**src/rtl/rsbk_pkg.sv**
```systemverilog
// ----------------------------------------------------------------------------
// rsbk_pkg
// shared types and constants for the record sort unit
// ----------------------------------------------------------------------------
package rsbk_pkg;

  localparam int DEPTH     = 32;
  localparam int CNT_W     = $clog2(DEPTH + 1);
  localparam int OUT_CNT_W = 6;
  localparam int ID_W      = 16;
  localparam int RCP_W     = 27;

  // one delivery record as held in a cell
  typedef struct packed {
    logic [ID_W-1:0]  guide_id;
    logic [RCP_W-1:0] recipient_id;
    logic [ID_W-1:0]  origin_city;
    logic [ID_W-1:0]  dest_city;
    logic [ID_W-1:0]  vehicle_id;
  } rec_t;

  // chain control, same for every cell
  typedef struct packed {
    logic insert;
    logic shift;
  } cell_ctrl_t;

  // emission beat from the sequencer
  typedef struct packed {
    logic beat;
    logic last;
  } emit_t;

  typedef enum logic {
    ST_LOAD,
    ST_EMIT
  } state_t;

endpackage

```
**src/rtl/rsbk_cell.sv**
```systemverilog
// ----------------------------------------------------------------------------
// rsbk_cell
// one slot of the insertion chain
// ----------------------------------------------------------------------------
module rsbk_cell (
  input  logic                clk,
  input  logic                rst,
  input  rsbk_pkg::cell_ctrl_t ctrl,
  input  rsbk_pkg::rec_t      new_rec,
  input  logic                prev_valid,
  input  logic                prev_gt,
  input  rsbk_pkg::rec_t      prev_rec,
  input  logic                next_valid,
  input  rsbk_pkg::rec_t      next_rec,
  output logic                valid,
  output logic                gt,
  output rsbk_pkg::rec_t      rec
);
  import rsbk_pkg::*;

  logic take_prev;
  logic take_new;

  // strictly greater, so equal keys stay ahead of the newcomer
  assign gt        = valid && (rec.vehicle_id > new_rec.vehicle_id);
  assign take_prev = ctrl.insert && prev_gt;
  assign take_new  = ctrl.insert && !prev_gt && (gt || (!valid && prev_valid));

  always_ff @(posedge clk) begin
    if (rst) begin
      valid <= 1'b0;
    end else if (ctrl.shift) begin
      valid <= next_valid;
    end else if (take_prev || take_new) begin
      valid <= 1'b1;
    end
  end

  always_ff @(posedge clk) begin
    if (ctrl.shift) begin
      rec <= next_rec;
    end else if (take_prev) begin
      rec <= prev_rec;
    end else if (take_new) begin
      rec <= new_rec;
    end
  end

endmodule

```
**config.mk**
```make
export PLATFORM = sky130hd
export DESIGN_NAME = rsbk_cell
export DESIGN_NICKNAME = d
export VERILOG_FILES = /design/src/rtl/rsbk_pkg.sv /design/src/rtl/rsbk_cell.sv
export SDC_FILE = /design/constraint.sdc
export NUM_CORES = 1
export LEC_CHECK = 0
export ABC_AREA = 1
export BUFFER_PORTS_ARGS = -buffer_cell sky130_fd_sc_hd__buf_2
export CORE_AREA = 2 2 144 146
export DETAILED_ROUTE_END_ITERATION = 8
export DIE_AREA = 0 0 146 148
export SLEW_MARGIN = 20
export SYNTH_ARGS = -nofsm -noshare
export SYNTH_HDL_FRONTEND = slang
export SYNTH_SLANG_ARGS = --single-unit
export TNS_END_PERCENT = 100
```
**constraint.sdc**
```tcl
create_clock -name clk -period 5.64 [get_ports clk]
set_input_delay 1.128 -clock clk [delete_from_list [all_inputs] [get_ports clk]]
set_output_delay 1.128 -clock clk [all_outputs]
set_load 0.05 [all_outputs]
```
==> summary.txt <==
Max-Cap Viols - 0
Synth cell types - 18
Layout cells sized above 1 - 42.3%
Hold Crit Class - reg -> reg
Post-DP Area - 7110 sq um
DR vias/cell - 4.53
Worst reg2reg setup slack - 3.07 ns
End of the critical path - gt
Max Transition Viols Final - 0
DR pass1 iterations - 6
Min Tclk post-route - 3.51 ns
Non-filler instance count after layout - 1,208
# H-tree levels - 3
Final worst setup slack - 2.13 ns
Cts bufs inserted - 9
Most frequent CP cell - nand2_1
Leak Pwr - 3.59 nW
Die area - 21,600 sq um
Slew headroom - 33.9%
Post-route ant nets - 0
Setup TNS - 0 ns
IO Port Bufs - 372
Predominant post-synthesis flop cell - edfxtp_1
Post-route design area - 7400 sq um
Total core area - 20,000 sq um
Clock buffer depth - 2
CP Cell Sequence - buf_2 -> inv_1 -> ha_1 -> nand2_1 -> o21ai_0 -> a21oi_1 -> nand2_1 -> nand2_1 -> inv_1 -> buf_2
Post-Synthesis Cell Area - 5020 sq um
Element type at the critical path end - output port
Yosys reg bits - 92
Tightest Pin Transition - 0.991 ns
Critical Path AT - 2.39 ns
Max incr delay on CP - 0.28 ns
FF-to-FF End - rec[54]
DR WL met3 - 1560 um
Dpl cells - 1,192
RSZ-0062 raised after global routing - false
Status - complete, no violations
Die Wd - 146 um
Post-CTS Setup Bufs - 0
Critical path class - in -> out
Largest net degree at the start of global routing - 95
Mean Syn Cell Area - 8.60 sq um
# DRC - 0
Async S/R FF share, synth - 0%
M1 WL - 7040 um
Maximum VDD drop - 0.118 mV
Via Count - 5,467
Cts hold-fix bufs - 0
Ports - 373
CTS tree - done
Critical R2R Launch - rec[15]
Initial Util - 25.1%
Top layer in use - met4
Ant. Diodes - 0
Initial DRC count - 298
Die Ht - 148 um
Syn_nets - 880
Gr ovfl total - 0
R2r worst-path depth - 10
Gr usage total - 15.9%
Fill count - 2,117
Vias in the first global route - 5,139
Routed Wire Length - 17,700 um
Cell at the root of the clock tree - clkbuf_16
Skew-Pair Late Insertion Delay - 0.34 ns
Tcrit/Tclk final - 62.3%
Met2 wire len - 8740 um
Clock transition at the registers of the reported paths - 0.06 ns
Initial antenna violation count - 0
Global-route wire length before repair - 26,900 um
EDFF count, synth - 91
Clock skew - 0.00943 ns
Element type at the critical path start - input pin
Fin. Hold Viols - 0
Site Rows - 52
Fin nets - 1,229
Final Setup Violations - 0
Data required, critical path - 4.51 ns
Synth warn - 0
Worst hold slack - 0.612 ns
Slowest CP cell - ha_1
Crit path max fanout - 2
Post-cts sizing count - 0
GP Congestion - 0.826
Cells after Synth - 584
Pwr/cell area - 279 nW/um^2
Max Clk Rate - 0.285 GHz
Synth-to-layout area growth - 47.4%
HPWL after detailed placement - 13,500 um
WL/cell - 14.7 um
CP startpoint - new_rec[15]
Clk sinks - 92
Post-synthesis sequential area ratio - 54.8%
Pre-CTS WS - 2.13 ns
cells in the mapped netlist, drive strengths merged, types with 2 or more instances:
cell type  instances  area (sq um)
nor2              99           377
a21oi              7          35.0
buf               22           113
a31oi             91           569
nand2            208           781
nand3              2          10.0
clkbuf            17          63.8
ha                16           200
edfxtp            91          2730
inv               26          97.6
worst max-delay path, delay by kind of cell:
kind | cells | cell delay, ns
and+or+nand+nor | 3 | 0.21
AOI/OAI and AO/OA | 2 | 0.33
buffers and inverters | 4 | 0.44
adders and majority gates | 1 | 0.28
final cells by class:
cell class | count | area, sq um | share of cell area [%]
flip-flops and latches | 92 | 2750 | 37.2
multi-input cells | 426 | 2010 | 27.2
repair buffers | 377 | 1900 | 25.7
well taps | 270 | 338 | 4.56
clock buffers | 10 | 229 | 3.09
inverters | 27 | 106 | 1.44
clock inverters | 6 | 63.8 | 0.862
per-layer routing:
| metal | vias to the layer above | GRT usage, % |
|---|---|---|
| met5 | - | 0 |
| met4 | 0 | 5.58 |
| met3 | 29 | 4.75 |
| met2 | 279 | 26.9 |
| met1 | 2465 | 19.2 |
| li1 | 2694 | - |
logic make-up (layout without fill, tap and decap cells):
family	count (synthesis)	in the layout	share of synthesized area (%)
buf+inv	66	420	5.53
simple gates	310	310	23.4
fa+ha+maj	16	16	3.99
compound gates	100	100	12.3
flops	92	92	54.8
sequential cells by signal, indices dropped and copies added (netlist names):
signal and flops:
valid 1, rec 91
cell usage in the layout, fill, tap and decap left out, types with 2 or more instances in the layout:
master       n
a31oi_1     91
nor2_1      97
ha_1        16
clkbuf_16    9
edfxtp_1    91
a21oi_1      7
nor2_2       2
nand3_1      2
buf_4        5
inv_6        2
buf_2      372
nand2_1    206
inv_1       25
worst min-delay path by stage:
| stage | slack [ns] | cells past startpoint | startpoint | endpoint |
|---|---|---|---|---|
| after global placement | 0.60 | 4 | valid | valid |
| final | 0.61 | 4 | valid | valid |
| after global routing | 0.70 | 4 | valid | valid |
| after detailed placement | 0.60 | 4 | valid | valid |
| after CTS | 0.63 | 4 | valid | valid |
| after floorplan | 0.81 | 4 | valid | valid |
per-stage QoR:
stage,power [mW],util (%)
after floorplan,1.26,-
after CTS,2.09,36.9
after global placement,1.47,35.4
final,2.06,36.9
after global routing,2.17,36.9
after detailed placement,1.47,35.5
power breakdown:
part	internal [mW]	switching, mW
sequential	0.836	0.0198
combinational	0.174	0.425
clock	0.344	0.265
No activity file was read; power rests on OpenSTA's default activity.
