===== src/rtl/rsbk_pkg.sv =====
// ----------------------------------------------------------------------------
// rsbk_pkg
// shared types and constants for the record sort unit
// ----------------------------------------------------------------------------
package rsbk_pkg;

  localparam int DEPTH     = 32;
  localparam int CNT_W     = $clog2(DEPTH + 1);
  localparam int OUT_CNT_W = 6;
  localparam int ID_W      = 16;
  localparam int RCP_W     = 27;

  // one delivery record as held in a cell
  typedef struct packed {
    logic [ID_W-1:0]  guide_id;
    logic [RCP_W-1:0] recipient_id;
    logic [ID_W-1:0]  origin_city;
    logic [ID_W-1:0]  dest_city;
    logic [ID_W-1:0]  vehicle_id;
  } rec_t;

  // chain control, same for every cell
  typedef struct packed {
    logic insert;
    logic shift;
  } cell_ctrl_t;

  // emission beat from the sequencer
  typedef struct packed {
    logic beat;
    logic last;
  } emit_t;

  typedef enum logic {
    ST_LOAD,
    ST_EMIT
  } state_t;

endpackage


===== src/rtl/rsbk_ctrl.sv =====
// ----------------------------------------------------------------------------
// rsbk_ctrl
// load / emit sequencer with record counters
// ----------------------------------------------------------------------------
module rsbk_ctrl (
  input  logic                         clk,
  input  logic                         rst,
  input  logic                         start,
  input  logic                         last_in,
  input  logic                         same_city,
  input  logic                         head_valid,
  input  logic                         second_valid,
  output logic                         busy,
  output rsbk_pkg::cell_ctrl_t         ctrl,
  output rsbk_pkg::emit_t              emit,
  output logic [rsbk_pkg::CNT_W-1:0]   fill,
  output logic [rsbk_pkg::CNT_W-1:0]   match,
  output logic                         dropped
);
  import rsbk_pkg::*;

  state_t           state;
  state_t           state_next;
  logic [CNT_W-1:0] fill_next;
  logic [CNT_W-1:0] match_next;
  logic             dropped_next;
  logic             accept;
  logic             full;

  // busy is low exactly while loading
  assign full   = (fill == CNT_W'(DEPTH));
  assign accept = start && (state == ST_LOAD);

  always_ff @(posedge clk) begin
    if (rst) begin
      state   <= ST_LOAD;
      fill    <= '0;
      match   <= '0;
      dropped <= 1'b0;
    end else begin
      state   <= state_next;
      fill    <= fill_next;
      match   <= match_next;
      dropped <= dropped_next;
    end
  end

  always_comb begin
    state_next   = state;
    fill_next    = fill;
    match_next   = match;
    dropped_next = dropped;
    busy         = 1'b0;
    ctrl         = '0;
    emit         = '0;
    case (state)
      ST_LOAD: begin
        if (accept) begin
          if (full) begin
            dropped_next = 1'b1;
          end else begin
            ctrl.insert = 1'b1;
            fill_next   = fill + CNT_W'(1);
            if (same_city) begin
              match_next = match + CNT_W'(1);
            end
          end
          if (last_in) begin
            state_next = ST_EMIT;
          end
        end
      end
      ST_EMIT: begin
        busy       = 1'b1;
        ctrl.shift = 1'b1;
        emit.beat  = head_valid;
        emit.last  = head_valid && !second_valid;
        if (!head_valid || !second_valid) begin
          state_next   = ST_LOAD;
          fill_next    = '0;
          match_next   = '0;
          dropped_next = 1'b0;
        end
      end
      default: begin
        state_next = ST_LOAD;
      end
    endcase
  end

endmodule


===== config.mk =====
export PLATFORM = sky130hd
export DESIGN_NAME = rsbk_ctrl
export DESIGN_NICKNAME = d
export VERILOG_FILES = /design/src/rtl/rsbk_pkg.sv /design/src/rtl/rsbk_ctrl.sv
export SDC_FILE = /design/constraint.sdc
export NUM_CORES = 1
export LEC_CHECK = 0
export BUFFER_PORTS_ARGS = -buffer_cell sky130_fd_sc_hd__buf_4
export CAP_MARGIN = 20
export CORE_MARGIN = 5
export CORE_UTILIZATION = 25
export CTS_CLUSTER_DIAMETER = 60
export DETAILED_ROUTE_END_ITERATION = 16
export MAX_ROUTING_LAYER = met4
export SETUP_SLACK_MARGIN = 0.2
export SLEW_MARGIN = 30
export SYNTH_ARGS = -nofsm -noshare
export SYNTH_HDL_FRONTEND = slang
export SYNTH_SLANG_ARGS = --single-unit

===== constraint.sdc =====
create_clock -name clk -period 2.9 [get_ports clk]
set_clock_uncertainty 0.2 [all_clocks]
set_input_delay 0.58 -clock clk [delete_from_list [all_inputs] [get_ports clk]]
set_output_delay 0.58 -clock clk [all_outputs]
set_load 0.02 [all_outputs]

==> summary.md, run 1 <==
| Metric | Value |
|---|---|
| Status | complete, no violations |
| Clock latency on the worst-skew pair | 0.29 ns |
| Total core area | 0.00276 mm2 |
| Via count | 727 |
| Worst-path fanout max | 6 |
| Drt pass-1 iters | 4 |
| Cell area after layout | 963 um2 |
| Ys Warns | 0 |
| First-pass GRT wire length | 3150 um |
| Ant. Diodes | 0 |
| Placed cell area | 927 um2 |
| Minimum clock period | 2.38 ns |
| DRT Wirelength | 1860 um |
| Setup WS post-layout | 0.519 ns |
| CP Launch Type | flip-flop |
| Total track usage | 9.74% |
| Initial antenna violation count | 0 |
| PortBufs | 24 |
| Root buf cell | clkbuf_4 |
| Area grow syn2layout | 33.2% |
| Actual slew at the worst max-slew pin | 0.724 ns |
| Fill count | 294 |
| Vias in the first global route | 672 |
| Fin Hold WS | 0.288 ns |
| Pwr Total | 0.418 mW |
| PwrDens | 434 mW/mm2 |
| Die W | 63.8 um |
| RSZ-0062 raised after global routing | no |
| Hold-fix buffer count after cts | 0 |
| Row count | 19 |
| Combinational share of power | 15.8% |
| Share of cells above drive strength 1 | 29.4% |
| Setup TNS | 0 ns |
| CTS tree | yes |
| Clk buf depth | 2 |
| Sw frac | 27.1% |
| DP HPWL | 1380 um |
| Global route overflow | 0 |
| Initial drt markers | 10 |
| Fmax | 420 MHz |
| Final Max Tran Viols | 0 |
| Final setup violation count | 0 |
| MaxCap Viol Count | 0 |
| Clk pwr share | 34.8% |
| Ports | 25 |
| Placer Congestion | 0.741 |
| Net Switching | 0.113 mW |
| Relative slew slack | 51.4% |
| Synth Register Bits | 14 |
| Worst setup EP type | output port |
| Final Hold Viols | 0 |
| Final Cycle Share | 82.1% |
| Vias/cell | 5.19 |
| CP Data Required Time | 2.12 ns |
| Setup Buffers After CTS | 0 |
| Register area share after synthesis | 38.8% |
| Synth unique cells | 30 |
| Part of the power in registers | 49.3% |
| Die area | 0.00407 mm2 |
| Cts repair resizes | 0 |
| Post-synthesis instance total | 84 |
| Max stage delay cell, worst path | dfxtp_1 |
| Pleak | 0.408 nW |
| Avg Inst Size Synth | 8.61 um2 |
| Worst vdd ir | 0.000162 V |
| Syn Nets | 94 |
| Placement Setup Slack | 0.821 ns |
| WL/cell | 13.3 um |
| Worst min path class | flip-flop to flip-flop |
| DRC viols | 0 |
| Kind of critical path | flip-flop to output port |
| Largest net degree at the start of global routing | 15 |
| Die Height | 63.8 um |
| Largest stage delay, worst path | 0.43 ns |
| Crit-path cells | inv_1 > ha_1 > nor4b_4 > a21oi_1 > buf_4 |
| Final nets | 120 |
| Internal power | 0.305 mW |
| FF-to-FF setup slack | 0.74 ns |
| Critical path arrival | 1.60 ns |
| Reg clk slew, reported paths | 0.10 ns |
| Num CTS Buffers | 3 |
| H-tree depth | 1 |
| Initial Utilization | 26.2% |
| Cell Area, Synth | 723 um2 |
| Post-route ant nets | 0 |
| Clk sinks | 14 |
-- synthesized netlist by cell type --
| library cell | number | share of area [%] |
|---|---|---|
| o31ai_1 | 1 | 1.0 |
| nand2_1 | 8 | 4.2 |
| nor2_1 | 4 | 2.1 |
| and3_2 | 1 | 1.0 |
| a41oi_1 | 3 | 3.6 |
| clkbuf_1 | 2 | 1.0 |
| nor3_1 | 2 | 1.4 |
| o21ai_1 | 2 | 1.4 |
| nand3b_1 | 3 | 3.1 |
| a31o_2 | 1 | 1.2 |
| buf_4 | 1 | 1.0 |
| and3_1 | 1 | 0.87 |
| dfxtp_1 | 14 | 39 |
| o21bai_1 | 1 | 1.0 |
| inv_1 | 4 | 2.1 |
| a21oi_1 | 6 | 4.2 |
| nand3_1 | 4 | 2.8 |
| and2_1 | 2 | 1.7 |
| a311oi_1 | 2 | 2.4 |
| a211oi_1 | 2 | 2.1 |
| a31oi_1 | 5 | 4.3 |
| nand4_1 | 2 | 1.7 |
| nor4b_4 | 1 | 3.3 |
| nand2b_1 | 3 | 2.6 |
| or3_1 | 1 | 0.87 |
| ha_1 | 3 | 5.2 |
| a21o_1 | 1 | 1.0 |
| a311o_1 | 1 | 1.4 |
| or2_2 | 1 | 0.87 |
| nor2b_1 | 2 | 1.7 |
-- registers in the layout (all words and copies together) (netlist names) --
register,cells
dropped,1
fill,6
match,6
state,1
-- critical path: cells and delay by family, from the launching register on --
family	cells	cell delay, ns
adder cells (fa/ha/maj)	1	0.21
AND/OR/NAND/NOR	1	0.14
AO/OA/AOI/OAI	1	0.26
buffers and inverters	2	0.27
flip-flops	1	0.43
-- power by group through the flow --
stage | Sequential (mW) | Combinational, mW | Clock [mW]
after floorplan | 0.215 | 0.0348 | 0
after global placement | 0.211 | 0.0651 | 0
after detailed placement | 0.211 | 0.0660 | 0
after CTS | 0.206 | 0.0664 | 0.152
after global routing | 0.208 | 0.0722 | 0.156
final | 0.206 | 0.0662 | 0.146
-- final cells by class --
type	instances	area, um2	area share, %
multi-input cells	63	413	42.9
clock buffers	4	36.3	3.77
inverters	4	15.0	1.56
flip-flops and latches	14	280	29.1
well taps	31	38.8	4.03
repair buffers	24	180	18.7
-- placed cells by master, fill, tap and decap left out, drive strengths merged, types with 2 or more instances in the layout --
| master | count |
|---|---|
| a211oi | 2 |
| a21oi | 6 |
| a311oi | 2 |
| a31oi | 5 |
| a41oi | 3 |
| and2 | 2 |
| and3 | 2 |
| buf | 24 |
| clkbuf | 4 |
| dfxtp | 14 |
| ha | 3 |
| inv | 4 |
| nand2 | 8 |
| nand2b | 3 |
| nand3 | 4 |
| nand3b | 3 |
| nand4 | 2 |
| nor2 | 4 |
| nor2b | 2 |
| nor3 | 2 |
| o21ai | 2 |
-- metal layers --
layer / routed length (um) / part of all wire (%) / global-route usage [%] / vias to the layer above
met5: 0 / 0 / - / -
met4: 38 / 2.0 / 5.45 / 0
li1: - / - / - / 366
met1: 925 / 50 / 12.8 / 340
met2: 820 / 44 / 13.9 / 17
met3: 74 / 4.0 / 1.75 / 4
-- final timing paths --
kind / startpoint / endpoint / cells past startpoint
hold / removal: match[5] / match[5] / 1
setup reg to reg: fill[0] / match[4] / 6
setup / recovery: fill[0] / ctrl[1] / 5
hold reg to reg: match[5] / match[5] / 1
-- cell families after synthesis --
group / count (synthesis) / synth area share (%)
and+or+nand+nor: 35 / 28.2
AOI/OAI and AO/OA: 25 / 23.7
buffers and inverters: 7 / 4.15
adders and majority gates: 3 / 5.19
DFF: 14 / 38.8
-- through the flow --
stage | std cells | util [%]
4_1_cts | 140 | 34.9
2_1_floorplan | 84 | -
3_3_place_gp | 136 | 33.6
6_report | 140 | 34.9
3_5_place_dp | 136 | 33.6
5_1_grt | 140 | 34.9
Note: power is estimated with default switching activity, not from simulation.
==> run 2, diff against run 1 <==
==> constraint.sdc (replaced) <==
create_clock -name clk -period 2 [get_ports clk]
set_clock_uncertainty 0.2 [all_clocks]
set_input_delay 0.4 -clock clk [delete_from_list [all_inputs] [get_ports clk]]
set_output_delay 0.4 -clock clk [all_outputs]
set_load 0.02 [all_outputs]
==> summary.md, run 2 (synthesis gave the netlist of run 1 again) <==
| Metric | Value |
|---|---|
| Post-route ant nets | 0 (unchanged) |
| Die W | 63.8 um (unchanged) |
| Setup TNS | 0 ns (unchanged) |
| Worst setup EP type | output port |
| CTS tree | yes |
| Actual slew at the worst max-slew pin | 0.342 ns (-0.382 ns) |
| Ports | 25 (unchanged) |
| CP Launch Type | flip-flop |
| Vias in the first global route | 737 (+9.7%) |
| PortBufs | 24 (unchanged) |
| Area of the multi-input gates | 460 um2 (+12%) |
| Reg clk slew, reported paths | 0.09 ns (about the same) |
| Num CTS Buffers | 3 (unchanged) |
| DRT Wirelength | 2030 um (+9.5%) |
| Clk buf depth | 2 (unchanged) |
| Pleak | 0.467 nW (+14%) |
| Fill count | 294 (unchanged) |
| Root buf cell | clkbuf_4 |
| CP Data Required Time | 1.40 ns (-0.72 ns) |
| Fmax | 526 MHz |
| Fin util | 39.7% (+4.8 points) |
| Global route overflow | 0 (unchanged) |
| Initial Utilization | 26.2% (unchanged) |
| First-pass GRT wire length | 3390 um (+7.6%) |
| Worst-path fanout max | 2 (-4) |
| Relative slew slack | 77.1% (+26 points) |
| Final Max Tran Viols | 0 (unchanged) |
| Worst min path class | primary input to flip-flop |
| Clock latency on the worst-skew pair | 0.28 ns (about the same) |
| Via count | 756 (+4.0%) |
| Initial antenna violation count | 0 (unchanged) |
| Initial drt markers | 15 (+5) |
| H-tree depth | 1 (unchanged) |
| Total core area | 0.00276 mm2 (unchanged) |
| Commonest non-fill, non-tap cell in the layout | buf_4 |
| MaxCap Viol Count | 0 (unchanged) |
| PwrDens | 578 mW/mm2 (+33%) |
| Final nets | 130 (+8.3%) |
| Kind of critical path | flip-flop to output port |
| Total track usage | 10.7% (+0.94 points) |
| Drt pass-1 iters | 4 (unchanged) |
| Share of cells above drive strength 1 | 44.5% (+15 points) |
| Vias/cell | 5.04 (-2.9%) |
| Ant. Diodes | 0 (unchanged) |
| Largest net degree at the start of global routing | 14 (-1) |
| Row count | 19 (unchanged) |
| Top flop regs | fill x6, match x6 |
| Placer Congestion | 0.743 (+0.36%) |
| Final Hold Viols | 0 (unchanged) |
| Worst vdd ir | 0.000390 V (+140%) |
| Minimum clock period | 1.90 ns |
| Area grow syn2layout | 51.4% |
| Die Height | 63.8 um (unchanged) |
| WL/cell | 13.6 um (+2.2%) |
| Most frequent cells in the layout | buf_4 (34), dfxtp_1 (11), nand2_1 (7), a21oi_1 (5), a31oi_1 (5) |
| DRC viols | 0 (unchanged) |
| Clk sinks | 14 (unchanged) |
| Register Area | 289 um2 (+3.1%) |
| Critical path arrival | 1.30 ns (-0.30 ns) |
| Status | complete, no violations |
| Final setup violation count | 0 (unchanged) |
| RSZ-0062 raised after global routing | yes |
| Final Cycle Share | 95.1% |
| DP HPWL | 1450 um (+5.2%) |
| Die area | 0.00407 mm2 (unchanged) |
run 2: power breakdown:
part           switching (mW)  internal, mW  leakage (nW)
clock network          0.0937         0.111        0.0210
logic                  0.0689        0.0645         0.331
registers             0.00871         0.286         0.115
run 2: what timing repair did:
| item | 4_1_cts | 5_1_grt |
|---|---|---|
| endpoints found under the hold margin | 0 | 0 |
| resized for setup | 9 | 4 |
| buffers inserted | 5 | 2 |
| pin swaps | 3 | 3 |
| hold buffers | 0 | 0 |
| setup endpoints to repair | 9 | 10 |
| gates cloned | 0 | 0 |
run 2: final cells by class:
| class | count | share of cell area, % |
|---|---|---|
| repair buffers | 34 | 23.3 |
| well taps | 31 | 3.54 |
| inverters | 4 | 1.37 |
| flip-flops and latches | 14 | 26.4 |
| multi-input cells | 63 | 42.1 |
| clock buffers | 4 | 3.31 |
run 2: routing by layer:
layer	up-vias	wire length [um]	global-route usage [%]
met5	-	0	-
li1	381	-	-
met3	2	134	5.08
met4	0	10	2.34
met1	353	899	12.7
met2	20	990	16.3
run 2: critical path: stages (launching register included):
cell and delay [ns]:
dfxtp_2 0.33, inv_2 0.07, ha_4 0.13, nor4b_4 0.22, a21oi_2 0.10, buf_4 0.17
run 2: path summary, 6_finish.rpt:
kind / from / endpoint / slack, ns / depth (start not counted)
worst max register to register: fill[1] / match[3] / 0.15 / 7
worst min register to register: match[5] / match[5] / 0.28 / 1
worst min-delay path: last_in / state / 0.16 / 3
worst max-delay path: fill[1] / ctrl[1] / 0.1 / 5
run 2: per-stage QoR:
stage / hold WS, ns / power [mW] / std cells / setup slack (ns) / cell area (um2)
floorplan: 0.333 / 0.364 / 84 / 0.0707 / 734
global placement: 0.256 / 0.405 / 139 / 0.206 / 961
detailed placement: 0.272 / 0.407 / 139 / 0.127 / 961
CTS: 0.157 / 0.628 / 148 / 0.107 / 1060
global route: 0.161 / 0.666 / 150 / 0.0268 / 1090
finish: 0.161 / 0.633 / 150 / 0.0978 / 1090
==> run 3, diff against run 2 <==
--- a/config.mk
+++ b/config.mk
@@ -5,13 +5,12 @@
 export SDC_FILE = /design/constraint.sdc
 export NUM_CORES = 1
 export LEC_CHECK = 0
+export ABC_AREA = 1
 export BUFFER_PORTS_ARGS = -buffer_cell sky130_fd_sc_hd__buf_4
 export CAP_MARGIN = 20
 export CORE_MARGIN = 5
 export CORE_UTILIZATION = 25
-export CTS_CLUSTER_DIAMETER = 60
 export DETAILED_ROUTE_END_ITERATION = 16
-export MAX_ROUTING_LAYER = met4
 export SETUP_SLACK_MARGIN = 0.2
 export SLEW_MARGIN = 30
 export SYNTH_ARGS = -nofsm -noshare
==> summary.md, run 3 <==
| Metric | Value |
|---|---|
| Leading post-synthesis cells by cell area | dfxtp_1 (31%), nand2_1 (13%), nor2_1 (10%) |
| Largest net degree at the start of global routing | 11 (-3) |
| Status | complete, no violations |
| Clk sinks | 14 (unchanged) |
| Row count | 21 (+2) |
| Post-route ant nets | 0 (unchanged) |
| Synth unique cells | 22 (-27%) |
| Final Hold Viols | 0 (unchanged) |
| Share of cells above drive strength 1 | 31.6% (-13 points) |
| Worst r2r src | fill[0] |
| Vias in the first global route | 934 (+27%) |
| Total track usage | 9.64% (-1.0 points) |
| Worst-path fanout max | 2 (unchanged) |
| DP HPWL | 1590 um (+10%) |
| Final setup violation count | 0 (unchanged) |
| Actual slew at the worst max-slew pin | 0.274 ns (-0.0678 ns) |
| Top flop regs | fill x6, match x6 |
| DRC viols | 0 (unchanged) |
| Die Height | 70.1 um (+9.9%) |
| Cell Area, Synth | 903 um2 (+25%) |
| Kind of critical path | flip-flop to output port |
| Initial drt markers | 28 (+13) |
| Fill count | 370 (+26%) |
| Area of the multi-input gates | 567 um2 (+23%) |
| H-tree depth | 1 (unchanged) |
| Global route overflow | 0 (unchanged) |
| RSZ-0062 raised after global routing | yes |
| Hold_sp | rst |
| Ant. Diodes | 0 (unchanged) |
| Hold endpoint | fill[2] |
| Minimum clock period | 1.79 ns (-0.115 ns) |
| Fin Hold WS | 0.118 ns (-0.0430 ns) |
| Num CTS Buffers | 3 (unchanged) |
| Register Area | 284 um2 (-1.7%) |
| Post-synth top area share | 31.0% (-7.7 points) |
| Clock latency on the worst-skew pair | 0.28 ns (about the same) |
| MaxCap Viol Count | 0 (unchanged) |
| Final Cycle Share | 89.4% (-5.7 points) |
| Drt pass-1 iters | 4 (unchanged) |
| Yosys top cell by area | dfxtp_1 |
| FF-to-FF setup slack | 0.46 ns (+0.31 ns) |
| Total core area | 0.00342 mm2 (+24%) |
| Final nets | 182 (+40%) |
| Die area | 0.00492 mm2 (+21%) |
| Pleak | 0.619 nW (+33%) |
| Placer Congestion | 0.762 (+2.5%) |
| Most frequent cells after synthesis | nand2_1 (32), nor2_1 (25), inv_1 (23) |
| Relative slew slack | 81.7% (+4.6 points) |
| Area grow syn2layout | 39.5% |
| Critical path arrival | 1.19 ns (-0.11 ns) |
| EDFF count, synth | 0 (unchanged) |
| CP Launch Type | flip-flop |
| Ports | 25 (unchanged) |
| First-pass GRT wire length | 3960 um (+17%) |
| Worst min path class | primary input to flip-flop |
| Top FF cell, synth | dfxtp_1 |
| Initial antenna violation count | 0 (unchanged) |
| Post-synthesis instance total | 140 (+67%) |
| DRT Wirelength | 2180 um (+7.2%) |
| Reg clk slew, reported paths | 0.09 ns (about the same) |
| Ys Warns | 0 (unchanged) |
| Via count | 928 (+23%) |
| Worst reg2reg path depth | 7 (unchanged) |
| Clk buf depth | 2 (unchanged) |
| Synth Register Bits | 14 (unchanged) |
| PwrDens | 620 mW/mm2 (+7.2%) |
| Die W | 70.1 um (+9.9%) |
| CTS tree | yes |
| Worst setup EP type | output port |
| Vias/cell | 4.28 (-15%) |
| Initial Utilization | 26.4% (+0.22 points) |
| Avg Inst Size Synth | 6.45 um2 (-25%) |
| Commonest non-fill, non-tap cell in the layout | nand2_1 |
| Ys async rst share | 0% (unchanged) |
| Setup TNS | 0 ns (unchanged) |
| Syn Nets | 150 (+60%) |
| PortBufs | 24 (unchanged) |
| Hold-fix buffer count after cts | 0 (unchanged) |
| Most frequent cells in the layout | nand2_1 (31), buf_4 (28), nor2_1 (24), inv_1 (20), dfxtp_1 (11) |
| Register area share after synthesis | 31.0% (-7.7 points) |
| Hold Crit Depth | 2 (-1) |
| Worst vdd ir | 0.000398 V (+2.0%) |
| FF-to-FF End | fill[0] |
| Most numerous cell in the Yosys netlist | nand2_1 |
| WL/cell | 10.0 um (-26%) |
| CP Data Required Time | 1.40 ns (about the same) |
| Final Max Tran Viols | 0 (unchanged) |
| Root buf cell | clkbuf_4 |
| Fmax | 560 MHz (+6.4%) |
-- run 3: cell types whose count changed in the layout (fill, tap and decap cells not counted), sizes merged, moves of 5 or more --
cell,previous run,this run
nand4,2,7
nor2,4,27
o21ai,2,7
inv,4,25
a31oi,5,0
nand2,8,34
buf,34,29
-- run 3: worst max path at each step --
stage / startpoint / to / slack (ns) / cells past startpoint
floorplan: fill[0] / ctrl[1] / 0.21 / 5
global placement: fill[0] / ctrl[1] / 0.27 / 6
detailed placement: fill[0] / ctrl[1] / 0.26 / 6
CTS: fill[1] / ctrl[1] / 0.18 / 6
global route: fill[0] / ctrl[1] / 0.13 / 6
finish: fill[0] / ctrl[1] / 0.21 / 6
-- run 3: logic make-up (layout without fill, tap and decap cells) --
kind of cell	count (synthesis)	count (layout)	synth area share [%]
simple gates	78	78	41.7
compound gates	18	18	11.4
buf+inv	27	58	11.8
fa+ha+maj	3	3	4.16
flops	14	14	31.0
-- run 3: through the flow --
| step | cell area, um2 | total power, mW | setup slack, ns | instances | util (%) |
|---|---|---|---|---|---|
| 2_1_floorplan | 906 | 0.465 | 0.205 | 140 | - |
| 3_3_place_gp | 1140 | 0.536 | 0.273 | 209 | 33.3 |
| 3_5_place_dp | 1140 | 0.537 | 0.262 | 209 | 33.3 |
| 4_1_cts | 1250 | 0.781 | 0.177 | 217 | 36.5 |
| 5_1_grt | 1260 | 0.845 | 0.132 | 217 | 36.9 |
| 6_report | 1260 | 0.781 | 0.213 | 217 | 36.9 |
-- run 3: cell type report --
type | count | share of cell area (%)
flip-flops and latches | 14 | 22.5
multi-input cells | 99 | 45.0
inverters | 25 | 7.45
clock buffers | 4 | 2.88
well taps | 46 | 4.57
repair buffers | 29 | 17.6
-- run 3: report_power, final --
part	internal (mW)	switching, mW	total, mW
Clock	0.111	0.0972	0.208
Combinational	0.110	0.145	0.255
Sequential	0.300	0.0179	0.318
-- run 3: worst max-delay path, cell delays in order, from the launching register on --
cell     delay [ns]
dfxtp_2        0.34
inv_2          0.05
ha_4           0.16
nand3_4        0.08
nand2_4        0.05
nor2_4         0.09
buf_6          0.12
-- run 3: layer usage --
metal / wire [um] / track usage [%] / part of all wire, %
met1: 1060 / 12.3 / 48
met2: 976 / 14.9 / 45
met3: 133 / 4.16 / 6.1
met4: 12 / 2.34 / 0.55
met5: 0 / 0 / 0
-- run 3: repair_timing --
item | in CTS | in global routing
pin swaps | 4 | 2
endpoints found under the setup margin | 1 | 1
resized for setup | 13 | 3
buffers inserted | 4 | 0
gates cloned | 0 | 0
